**config.mk**
```make
export PLATFORM = sky130hd
export DESIGN_NAME = imu_angle_frame_parser
export DESIGN_NICKNAME = d
export VERILOG_FILES = /design/src/imuafp_pkg.sv /design/src/imu_angle_frame_parser.sv
export SDC_FILE = /design/constraint.sdc
export NUM_CORES = 1
export LEC_CHECK = 0
export BUFFER_PORTS_ARGS = -buffer_cell sky130_fd_sc_hd__buf_2
export CORE_MARGIN = 2
export CORE_UTILIZATION = 48
export DETAILED_ROUTE_END_ITERATION = 10
export PLACE_DENSITY_LB_ADDON = 0.3
export SYNTH_ARGS = -nofsm -noshare
export SYNTH_HDL_FRONTEND = slang
export SYNTH_SLANG_ARGS = --single-unit
```
**constraint.sdc**
```tcl
create_clock -name i_clk -period 3.5 [get_ports i_clk]
set_clock_uncertainty 0.1 [all_clocks]
set_input_delay 0 -clock i_clk [delete_from_list [all_inputs] [get_ports i_clk]]
set_output_delay 0 -clock i_clk [all_outputs]
set_load 0.01 [all_outputs]
```
**src/imuafp_pkg.sv**
```systemverilog
// Shared constants for the IMU angle frame parser.
`default_nettype none

package imuafp_pkg;

    localparam logic [7:0] HEADER_BYTE     = 8'h55;
    localparam logic [7:0] FRAME_TYPE_RST  = 8'h53;

    // Frame byte positions
    localparam logic [3:0] POS_HEADER  = 4'd0;
    localparam logic [3:0] POS_TYPE    = 4'd1;
    localparam logic [3:0] POS_PITCH_L = 4'd2;
    localparam logic [3:0] POS_PITCH_H = 4'd3;
    localparam logic [3:0] POS_ROLL_L  = 4'd4;
    localparam logic [3:0] POS_ROLL_H  = 4'd5;
    localparam logic [3:0] POS_YAW_L   = 4'd6;
    localparam logic [3:0] POS_YAW_H   = 4'd7;
    localparam logic [3:0] POS_CHKSUM  = 4'd10;

    // Register map
    localparam int          ADDR_W        = 3;
    localparam int          DATA_W        = 32;
    localparam logic        REG_FRAME_TYPE = 1'b0;

    typedef logic [7:0]         t_byte;
    typedef logic signed [15:0] t_angle;

endpackage

`default_nettype wire

```
**src/imu_angle_frame_parser.sv**
```systemverilog
// IMU angle frame parser: byte input register, frame assembly, result register.
//
// Input channel (i_valid / o_ready / i_rx_byte) takes one serial byte per beat.
// Bytes are assembled into an 11-byte angle frame: 0x55 header, frame type
// (register frame_type at byte address 0), pitch, roll and yaw little-endian
// words, two unused bytes and an additive checksum over bytes 0..9.
// A bad header or type byte drops the byte and restarts the frame search.
// Output channel (o_valid / i_ready) gives one result beat per complete frame:
// o_status (1 = checksum mismatch, angles then forced to zero), o_pitch,
// o_roll and o_yaw.
// A checksum byte passes through the input register, then the result register,
// before its result shows up on the outputs.
// Throughput: one byte per cycle unless a result is stalled; the frame assembly
// logic sits between the two registers and handles a byte every cycle it is not held.
// When the receiver stalls with a result pending, bytes keep flowing until a
// checksum byte reaches the assembly stage; that byte then waits in the input
// register and o_ready drops until the result register frees up.
// Reset (synchronous, active low) clears the frame state, both valid flags and
// sets frame_type to 0x53. The APB port has no wait states.
`default_nettype none

module imu_angle_frame_parser (
    input  wire                           i_clk,
    input  wire                           i_rst_n,
    // byte input
    input  wire                           i_valid,
    output logic                          o_ready,
    input  wire  imuafp_pkg::t_byte       i_rx_byte,
    // result output
    output logic                          o_valid,
    input  wire                           i_ready,
    output logic                          o_status,
    output imuafp_pkg::t_angle            o_pitch,
    output imuafp_pkg::t_angle            o_roll,
    output logic [15:0]                   o_yaw,
    // configuration
    input  wire                           psel,
    input  wire                           penable,
    input  wire                           pwrite,
    input  wire  [imuafp_pkg::ADDR_W-1:0] paddr,
    input  wire  [imuafp_pkg::DATA_W-1:0] pwdata,
    output logic [imuafp_pkg::DATA_W-1:0] prdata,
    output logic                          pready
);
    import imuafp_pkg::*;

    // configuration
    t_byte       r_frame_type;
    logic        w_cfg_wr;

    // input register
    logic        r_in_valid;
    t_byte       r_in_byte;

    // frame state
    logic [3:0]  r_count,    n_count;
    t_byte       r_sum,      n_sum;
    t_byte       r_low,      n_low;
    logic [15:0] r_pitch_w,  n_pitch_w;
    logic [15:0] r_roll_w,   n_roll_w;
    logic [15:0] r_yaw_w,    n_yaw_w;

    // result register
    logic        r_out_valid;
    logic        r_status,   n_status;
    logic [15:0] r_pitch,    n_pitch;
    logic [15:0] r_roll,     n_roll;
    logic [15:0] r_yaw,      n_yaw;

    logic [3:0]  w_pos;
    logic        w_is_last;
    logic        w_out_free;
    logic        w_proc;
    logic        w_bad;

    // ---------------- configuration port ----------------
    assign pready   = 1'b1;
    assign w_cfg_wr = psel && penable && pwrite && pready && (paddr[2] == REG_FRAME_TYPE);

    always_ff @(posedge i_clk) begin
        if (!i_rst_n) begin
            r_frame_type <= FRAME_TYPE_RST;
        end else if (w_cfg_wr) begin
            r_frame_type <= pwdata[7:0];
        end
    end

    always_comb begin
        prdata = '0;
        if (paddr[2] == REG_FRAME_TYPE) begin
            prdata = {{(DATA_W-8){1'b0}}, r_frame_type};
        end
    end

    // ---------------- handshake ----------------
    // out-of-range count behaves as position 0
    assign w_pos      = (r_count > POS_CHKSUM) ? POS_HEADER : r_count;
    assign w_is_last  = (w_pos == POS_CHKSUM);
    assign w_out_free = !r_out_valid || i_ready;
    assign w_proc     = r_in_valid && (!w_is_last || w_out_free);
    assign o_ready    = !r_in_valid || w_proc;

    always_ff @(posedge i_clk) begin
        if (!i_rst_n) begin
            r_in_valid <= 1'b0;
        end else if (o_ready) begin
            r_in_valid <= i_valid;
        end
    end

    always_ff @(posedge i_clk) begin
        if (o_ready && i_valid) begin
            r_in_byte <= i_rx_byte;
        end
    end

    // ---------------- frame assembly ----------------
    assign w_bad = (r_sum != r_in_byte);

    always_comb begin
        n_count   = w_pos + 4'd1;
        n_sum     = r_sum + r_in_byte;
        n_low     = r_low;
        n_pitch_w = r_pitch_w;
        n_roll_w  = r_roll_w;
        n_yaw_w   = r_yaw_w;
        n_status  = w_bad;
        n_pitch   = w_bad ? 16'd0 : r_pitch_w;
        n_roll    = w_bad ? 16'd0 : r_roll_w;
        n_yaw     = w_bad ? 16'd0 : r_yaw_w;
        case (w_pos)
            POS_HEADER: begin
                n_sum = r_in_byte;
                if (r_in_byte != HEADER_BYTE) begin
                    n_count = POS_HEADER;
                    n_sum   = r_sum;
                end
            end
            POS_TYPE: begin
                // no resync: a bad type byte is simply dropped
                if (r_in_byte != r_frame_type) begin
                    n_count = POS_HEADER;
                    n_sum   = r_sum;
                end
            end
            POS_PITCH_L, POS_ROLL_L, POS_YAW_L: n_low = r_in_byte;
            POS_PITCH_H: n_pitch_w = {r_in_byte, r_low};
            POS_ROLL_H:  n_roll_w  = {r_in_byte, r_low};
            POS_YAW_H:   n_yaw_w   = {r_in_byte, r_low};
            POS_CHKSUM: begin
                n_count = POS_HEADER;
                n_sum   = r_sum;
            end
            default: ;
        endcase
    end

    always_ff @(posedge i_clk) begin
        if (!i_rst_n) begin
            r_count   <= '0;
            r_sum     <= '0;
            r_low     <= '0;
            r_pitch_w <= '0;
            r_roll_w  <= '0;
            r_yaw_w   <= '0;
        end else if (w_proc) begin
            r_count   <= n_count;
            r_sum     <= n_sum;
            r_low     <= n_low;
            r_pitch_w <= n_pitch_w;
            r_roll_w  <= n_roll_w;
            r_yaw_w   <= n_yaw_w;
        end
    end

    // ---------------- result register ----------------
    always_ff @(posedge i_clk) begin
        if (!i_rst_n) begin
            r_out_valid <= 1'b0;
        end else if (w_proc && w_is_last) begin
            r_out_valid <= 1'b1;
        end else if (i_ready) begin
            r_out_valid <= 1'b0;
        end
    end

    always_ff @(posedge i_clk) begin
        if (w_proc && w_is_last) begin
            r_status <= n_status;
            r_pitch  <= n_pitch;
            r_roll   <= n_roll;
            r_yaw    <= n_yaw;
        end
    end

    assign o_valid  = r_out_valid;
    assign o_status = r_status;
    assign o_pitch  = r_pitch;
    assign o_roll   = r_roll;
    assign o_yaw    = r_yaw;

    // ---------------- assertions ----------------
    a_count_range: assert property (@(posedge i_clk) disable iff (!i_rst_n)
        r_count <= POS_CHKSUM)
        else $error("frame byte count out of range");

    a_result_src: assert property (@(posedge i_clk) disable iff (!i_rst_n)
        $rose(r_out_valid) |-> $past(r_in_valid && w_is_last))
        else $error("result without a checksum byte");

    a_bad_zero: assert property (@(posedge i_clk) disable iff (!i_rst_n)
        (r_out_valid && r_status) |-> (r_pitch == 16'd0 && r_roll == 16'd0 && r_yaw == 16'd0))
        else $error("angles not cleared on checksum mismatch");

    a_no_drop: assert property (@(posedge i_clk) disable iff (!i_rst_n)
        (r_in_valid && w_is_last && r_out_valid && !i_ready) |=> (r_in_valid && r_out_valid))
        else $error("checksum byte lost during output stall");

endmodule

`default_nettype wire
```
# --- Word-level counts from Yosys, hierarchy flattened ---
# Index checks and enable logic that the tools add are counted.
totals:
  ff_bits: 135
classes:
  n_reduce_logical: 20
  n_lt_le_gt_ge: 1
  n_bitwise: 2
  muxes: 10
  add_sub_neg: 2
  n_eq_ne: 13
ops:
  columns: ["operator", "n"]
  rows:
  - ["8-bit two-way mux", 3]
  - ["8-bit one-hot mux with 3 select lines", 1]
  - ["4-bit by 3-bit equality test with 1-bit output, second input constant", 4]
  - ["8-bit inequality test", 2]
  - ["4-bit two-way mux", 3]
  - ["4-bit one-hot mux with 3 select lines", 1]
  - ["8-bit adder", 1]
  - ["4-bit by 2-bit equality test with 1-bit output, second input constant", 2]
  - ["8-bit by 7-bit inequality test with 1-bit output, second input constant", 1]
  - ["2-bit AND reduction", 4]
  - ["1-bit logical AND", 6]
  - ["4-bit by 1-bit adder with 4-bit output, second input constant", 1]
  - ["4-bit by 1-bit equality test with 1-bit output, second input constant", 1]
  - ["4-bit equality test, second input constant", 1]
  - ["4-bit greater-than comparator, second input constant", 1]
  - ["4-bit logical NOT", 1]
  - ["2-bit inequality test, second input constant", 2]
  - ["4-bit AND reduction", 1]
  - ["1-bit logical NOT", 3]
  - ["1-bit logical OR", 3]
  - ["3-bit OR reduction", 1]
  - ["1-bit two-way mux", 2]
  - ["1-bit inverter", 2]
  - ["2-bit nonzero test", 1]

# --- Logic depth before layout (Yosys ltp) ---
# Gate-level depths: netlist of the first run.
depth:
  depth_word: 8
  ltp_mapped: 9

# --- Least setup slack after synthesis of the first run ---
# OpenSTA, ideal clock, no wires.
synth_timing:
  path_kind: "reg2reg"
  start: "register r_count[2]"
  end: "register r_pitch[0] (netlist: o_pitch[0]) (enable)"
  required_ns: 2.944
  stages_incl_launch_ff: 6
  slack_ns: 0.005
  setup_ns: 0.456
  path_buffers: 1
  arrival_time_ns: 2.939
  path_cell_list: "dfxtp_1 buf_2 nor2b_1 nand3b_1 o21ai_0 nor2_1"
synth_via:
  elab_chain_cells: 7
synth_rtl:
  columns: ["element", "line", "rtl"]
  rows:
  - ["start: declaration", "imu_angle_frame_parser.sv:56", "logic [3:0] r_count, n_count;"]
  - ["start signal: assignment", "imu_angle_frame_parser.sv:167", "r_count <= n_count;"]
  - ["4-bit greater-than comparator", "imu_angle_frame_parser.sv:97", "assign w_pos = (r_count > POS_CHKSUM) ? POS_HEADER : r_count;"]
  - ["4-bit two-way mux (*)", "imu_angle_frame_parser.sv:97", null]
  - ["4-bit equality test (*)", "imu_angle_frame_parser.sv:98", "assign w_is_last = (w_pos == POS_CHKSUM);"]
  - ["1-bit logical NOT", "imu_angle_frame_parser.sv:100", "assign w_proc = r_in_valid && (!w_is_last || w_out_free);"]
  - ["1-bit logical OR", "imu_angle_frame_parser.sv:100", null]
  - ["1-bit logical AND", "imu_angle_frame_parser.sv:100", null]
  - ["1-bit logical AND (*)", "imu_angle_frame_parser.sv:188", "if (w_proc && w_is_last) begin"]
  - ["end signal: assignment", "imu_angle_frame_parser.sv:190", "r_pitch <= n_pitch;"]
  - ["end: declaration", "imu_angle_frame_parser.sv:66", "logic [15:0] r_pitch, n_pitch;"]
# Every way passes the cells marked *; elsewhere a longest branch is shown, timed or not.
# A chain may end at the register's enable or synchronous reset.

# --- Final worst setup path of the first run ---
layout_timing:
  start: "register r_in_byte[1]"
  end: "register r_sum[7]"
layout_via:
  elab_chain_cells: 3
  word_cells_on_any_way: 8
  classes_between: "add/sub (1); eq/ne (4); mux (2); reduce/logical (1)"
layout_rtl:
  columns: ["element", "line", "rtl"]
  rows:
  - ["start: declaration", "imu_angle_frame_parser.sv:53", "t_byte r_in_byte;"]
  - ["start signal: assignment", "imu_angle_frame_parser.sv:113", "r_in_byte <= i_rx_byte;"]
  - ["8-bit adder (tied with other cells)", "imu_angle_frame_parser.sv:122", "n_sum = r_sum + r_in_byte;"]
  - ["8-bit two-way mux or 2-bit inequality test (tied branches)", null, null]
  - ["8-bit one-hot mux with 3 select lines or 4-bit AND reduction (tied branches)", null, null]
  - ["end signal: assignment", "imu_angle_frame_parser.sv:168", "r_sum <= n_sum;"]
  - ["end: declaration", "imu_angle_frame_parser.sv:57", "t_byte r_sum, n_sum;"]
# Several ways; a longest one is shown, not always the timed one. The select of a mux whose other input is x is not followed.

==> impl_metrics.tcl, run 1 <==
set metrics [dict create \
    outcome "finished, final reports clean" \
    area_growth_from_synthesis_to_layout_pct 21.75 \
    cp-end-kind "flop" \
    final_cells 810 \
    layout-drive-gt1-share 0.2009 \
    clk-insertion-delay-late_ns 0.41 \
    avg_vias_per_cell 5.047 \
    wl_per_cell_um 14.35 \
    max_buffers_root_to_sink 2 \
    slew-limit-headroom 0.2998 \
    finalCriticalPeriod_ns 2.608 \
    p_per_area_nw_per_um2 506.6 \
    path_class "flop to flop" \
    synth_cells 554 \
    vdd_drop_max_v 0.0002617 \
    grt_max_degree 50 \
    final_common_cell "sky130_fd_sc_hd__nand2_1" \
    totalWireLength_um 11620 \
    overflow 0 \
    number_of_enable_type_register_cells_in_the_synthesized_netlist 57 \
    num_rows 39 \
    antennaDiodeCount 0 \
    grt_pass1_vias 4005 \
    required_ns 3.68 \
    finalCoreUtilization 0.6051 \
    fin_nets 712 \
    synth_cell_types 52 \
    layout_worst_path_cycle_share 0.7451 \
    grt_pass1_wl_um 19050 \
    synthArstFlopShare 0 \
    cts-htree-levels 4 \
    most-common-layout-cells "sky130_fd_sc_hd__nand2_1, sky130_fd_sc_hd__buf_2, sky130_fd_sc_hd__dfxtp_1" \
    antenna_violations_before_repair 0 \
    clk_pin_slew_ns 0.06 \
    die-width_um 113.4 \
    first_pass_iters 4 \
    crit_path_start_kind "flop" \
    cts_inserted_buffers 17 \
    fp.dieArea_sq_um 12870 \
    clockRootBuffer "sky130_fd_sc_hd__clkbuf_16" \
    finalHoldViolations 0 \
    synth.yosys.seq_area_share 0.5694 \
    die_h_um 113.4 \
    synth-warning-count 0 \
    worstMarginPinSlew_ns 1.046 \
    worst_hold_path_type "primary input to flop" \
    gp_congestion 0.8055 \
    timing.critical_path.arrival_ns 2.78 \
    dp.cells 754 \
    groute.usage.overall 0.1887 \
    drt_iter0_markers 244 \
    floorplan.initialDensity 0.4970 \
    antenna_violating_nets_post_route 0 \
    design_power_total_w 0.003545 \
    synthesis.area_sq_um 5748 \
    fmax_mhz 383.5 \
    post-cts-setup-buffer-count 0 \
    timing.final.max_slew_violations 0 \
    syn-mean-instance-area_sq_um 10.38 \
    cts.sinks 135 \
    setup_viol 0 \
    synth_seq_cells 135 \
    crit_path_max_fanout 8 \
    hold-worst-slack_ns 0.04858 \
    tritoncts "yes" \
    num_vias 4088 \
    io_buffers 82 \
    leakagePower_nw 2.812 \
    ys_dominant_reg_cell "sky130_fd_sc_hd__dfxtp_1" \
    hpwl_after_detailed_placement_um 7591 \
    ioPinCount 134 \
    drv_cap 0 \
    timing.setup.tns_ns 0 \
    drt_drc_violations_left 0 \
    core_region_area_sq_um 11560 \
    unrepaired_setup_endpoints_after_global_routing "false" \
]
logic make-up (layout without fill, tap and decap cells):
logic type / count (synthesis) / count (layout) / synth area share
and+or+nand+nor: 229 / 229 / 0.1996
DFF: 135 / 135 / 0.5694
AOI/OAI and AO/OA: 78 / 78 / 0.08315
buffers and inverters: 65 / 155 / 0.06552
muxes: 27 / 27 / 0.04702
xor gates and xnor gates: 10 / 10 / 0.01524
adders and majority gates: 8 / 8 / 0.01872
other: 2 / 25 / 0.001307
state kept, by name, summed over array words and instances (netlist names):
| signal | cells |
|---|---|
| r_in_byte | 8 |
| r_count | 4 |
| r_low | 8 |
| r_yaw_w | 16 |
| r_pitch_w | 16 |
| o_valid | 1 |
| o_yaw | 16 |
| o_pitch | 16 |
| r_in_valid | 1 |
| r_frame_type | 8 |
| o_status | 1 |
| r_roll_w | 16 |
| r_sum | 8 |
| o_roll | 16 |
Yosys cell counts, types with 7 or more instances:
cell | number | share of area
sky130_fd_sc_hd__clkbuf_1 | 18 | 0.012
sky130_fd_sc_hd__nand2_1 | 88 | 0.057
sky130_fd_sc_hd__dfxtp_1 | 78 | 0.27
sky130_fd_sc_hd__nor2_1 | 39 | 0.025
sky130_fd_sc_hd__ha_1 | 7 | 0.015
sky130_fd_sc_hd__and2_1 | 51 | 0.056
sky130_fd_sc_hd__a21oi_1 | 50 | 0.044
sky130_fd_sc_hd__mux2i_1 | 27 | 0.047
sky130_fd_sc_hd__inv_1 | 8 | 0.0052
sky130_fd_sc_hd__edfxtp_1 | 57 | 0.30
sky130_fd_sc_hd__buf_2 | 8 | 0.0070
sky130_fd_sc_hd__nor2b_1 | 12 | 0.013
sky130_fd_sc_hd__xor2_1 | 8 | 0.012
sky130_fd_sc_hd__buf_4 | 26 | 0.034
sky130_fd_sc_hd__nand3_1 | 8 | 0.0070
final cells by class:
| cell class | count | area [sq um] |
|---|---|---|
| multi-input cells | 377 | 2206 |
| inverters | 10 | 40.04 |
| well taps | 143 | 178.9 |
| fillers | 959 | 4567 |
| repair buffers | 113 | 703.2 |
| clock buffers | 20 | 446.7 |
| clock inverters | 12 | 150.1 |
| flip-flops and latches | 135 | 3273 |
stage by stage:
step / setup WS, ns / cell area [sq um]
finish: 0.8923 / 6998
global route: 0.7193 / 6998
CTS: 0.8904 / 6998
detailed placement: 0.9292 / 6161
global placement: 0.9548 / 6161
floorplan: 0.004692 / 5834
final timing paths:
path,startpoint,end,slack [ns],cells past startpoint
worst max-delay path,r_in_byte[1],r_sum[7],0.89,7
worst min-delay path,penable,r_frame_type[2],0.05,4
worst max register to register,r_in_byte[1],r_sum[7],0.89,7
worst min register to register,r_yaw_w[6],r_yaw_w[6],0.35,2
critical path, cell delays in order (launching register included):
cell and delay [ns]:
sky130_fd_sc_hd__edfxtp_1 0.57, sky130_fd_sc_hd__ha_1 0.39, sky130_fd_sc_hd__a21oi_1 0.23, sky130_fd_sc_hd__o211ai_1 0.18, sky130_fd_sc_hd__o41ai_1 0.60, sky130_fd_sc_hd__nor3b_1 0.13
sky130_fd_sc_hd__a21oi_1 0.17, sky130_fd_sc_hd__o211ai_1 0.12
where the power goes:
part	internal, W	total [W]	switching (W)
sequential	0.00164	0.00166	0.0000222
clock	0.00114	0.00177	0.000637
combinational	0.0000477	0.000109	0.0000618
per-layer routing:
metal | routed length, um | GRT usage
met5 | 0 | 0
met4 | 153 | 0.06016
met3 | 491 | 0.05313
met2 | 5589 | 0.3122
met1 | 5386 | 0.2415
repair_timing:
item / 4_1_cts / 5_1_grt
hold endpoints to repair: 23 / 0
resized for setup: 0 / 0
hold buffers: 24 / 0
No activity file was read; power rests on OpenSTA's default activity.
==> inputs of run 2 (changes only) <==
- CORE_UTILIZATION: 48 -> 50
- clock period: 3.5 -> 2.7 ns (I/O delays scaled with it)
==> impl_metrics.tcl, run 2 (synthesis gave the netlist of run 1 again) <==
set metrics [dict create \
    finalCriticalPeriod_ns 2.422 \
    critical_path.max_stage_delay_ns 0.59 \
    num_vias 4141 \
    path_class "flop to flop" \
    tritoncts "yes" \
    cts.sinks 135 \
    cp-end-kind "flop" \
    crit_path_start_kind "flop" \
    place_worst_setup_slack_ns 0.3368 \
    drt_iter0_markers 188 \
    required_ns 2.88 \
    critical_path.cell_chain "ha_1 -> nand3_1 -> o211ai_1 -> o41ai_1 -> buf_4 -> nor3b_1 -> a21oi_1 -> o211ai_1" \
    p_per_area_nw_per_um2 655.0 \
    avg_vias_per_cell 5.069 \
    slew-limit-headroom 0.4608 \
    num_rows 39 \
    fp.dieArea_sq_um 12370 \
    grt_pass1_vias 3891 \
    worst_path_dominant_cell_family "compound AO/OA/AOI/OAI gates" \
    crit_buf_inv 1 \
    antennaDiodeCount 0 \
    area_growth_from_synthesis_to_layout_pct 23.31 \
    clk_pin_slew_ns 0.06 \
    cts-htree-levels 4 \
    die_h_um 111.2 \
    unrepaired_setup_endpoints_after_global_routing "false" \
    worst_hold_path_type "primary input to flop" \
    finalHoldViolations 0 \
    most-common-layout-cells "sky130_fd_sc_hd__nand2_1, sky130_fd_sc_hd__buf_2, sky130_fd_sc_hd__dfxtp_1" \
    grt_max_degree 50 \
    hpwl_after_detailed_placement_um 7625 \
    timing.critical_path.arrival_ns 2.61 \
    clk-insertion-delay-late_ns 0.41 \
    die-width_um 111.2 \
    highest_delay_cell_along_the_critical_path "sky130_fd_sc_hd__edfxtp_1" \
    critical-path-top-cell-by-count "sky130_fd_sc_hd__o211ai_1" \
    overflow 0 \
    fmax_mhz 412.8 \
    layout_worst_path_cycle_share 0.8971 \
    post-cts-setup-buffer-count 0 \
    io_buffers 82 \
    design_power_total_w 0.004642 \
    vdd_drop_max_v 0.0004099 \
    timing.setup.tns_ns 0 \
    antenna_violations_before_repair 0 \
    final_common_cell "sky130_fd_sc_hd__nand2_1" \
    max_buffers_root_to_sink 2 \
    count_of_cells_along_the_worst_hold_path 4 \
    gp_congestion 0.7943 \
    cts_resized 0 \
    cts_inserted_buffers 17 \
    floorplan.initialDensity 0.5077 \
    drt_drc_violations_left 0 \
    setup_viol 0 \
    wl_per_cell_um 14.33 \
    clockRootBuffer "sky130_fd_sc_hd__clkbuf_16" \
    layout-drive-gt1-share 0.2107 \
    worst_slack_ns 0.2777 \
    hold-worst-slack_ns 0.05074 \
    critical_path_cell_count 8 \
    fin_nets 719 \
    ioPinCount 134 \
    worstMarginPinSlew_ns 0.8045 \
    leakagePower_nw 2.852 \
    placement.cell_area_sq_um 6238 \
    timing.final.max_slew_violations 0 \
    drv_cap 0 \
    design_area_sq_um 7088 \
    worstRegToRegCells 8 \
    antenna_violating_nets_post_route 0 \
    groute.usage.overall 0.1926 \
    first_pass_iters 4 \
    crit_path_max_fanout 8 \
    outcome "finished, final reports clean" \
    totalWireLength_um 11710 \
    grt_pass1_wl_um 19060 \
    core_region_area_sq_um 11320 \
]
==> run 2: changes by cell type in the layout (fill, tap and decap cells not counted) <==
cell                         change
sky130_fd_sc_hd__clkinvlp_4      +1
sky130_fd_sc_hd__clkbuf_8        +1
sky130_fd_sc_hd__buf_4           +5
sky130_fd_sc_hd__clkinv_1        -1
sky130_fd_sc_hd__clkinv_2        -1
sky130_fd_sc_hd__inv_6           -1
sky130_fd_sc_hd__buf_12          +2
sky130_fd_sc_hd__clkinv_4        +1
==> run 2: where the power goes <==
part	internal [W]	switching, W	total [W]
clock network	0.00150	0.000838	0.00234
logic	0.0000666	0.0000851	0.000152
registers	0.00213	0.0000249	0.00215
total	0.00369	0.000948	0.00464
==> run 2: path summary, 6_finish.rpt <==
path | startpoint | to | slack, ns
worst max-delay path | r_in_byte[4] | r_sum[7] | 0.28
worst min-delay path | penable | r_frame_type[2] | 0.05
worst max register to register | r_in_byte[4] | r_sum[7] | 0.28
worst min register to register | r_yaw_w[5] | r_yaw_w[5] | 0.35
==> run 2: metal layers <==
layer / part of all wire / vias up / global-route usage
li1: - / 2042 / -
met1: 0.44 / 1946 / 0.2490
met2: 0.48 / 126 / 0.3118
met3: 0.065 / 27 / 0.05139
met4: 0.020 / 0 / 0.07160
met5: 0 / - / 0
==> run 2: area by class of cell <==
| class | count | area, sq um |
|---|---|---|
| clock buffers | 21 | 460.4 |
| multi-input cells | 377 | 2206 |
| inverters | 10 | 40.04 |
| flip-flops and latches | 135 | 3273 |
| repair buffers | 120 | 780.7 |
| well taps | 143 | 178.9 |
| fillers | 913 | 4233 |
| clock inverters | 11 | 148.9 |
==> run 2: through the flow <==
stage                     std cells  utilization
after detailed placement        761       0.5511
after global routing            817       0.6261
final                           817       0.6261
after floorplan                 577            -
after global placement          761       0.5511
after CTS                       817       0.6261
==> run 2: worst min-delay path, delay by kind of cell <==
kind	cells	cell delay, ns
buf+inv	1	0.11
compound gates	1	0.05
simple gates	2	0.35
==> run 2: timing repair <==
action / 4_1_cts / 5_1_grt
hold buffers: 24 / 0
setup endpoints to repair: 0 / 0
endpoints found under the hold margin: 23 / 0
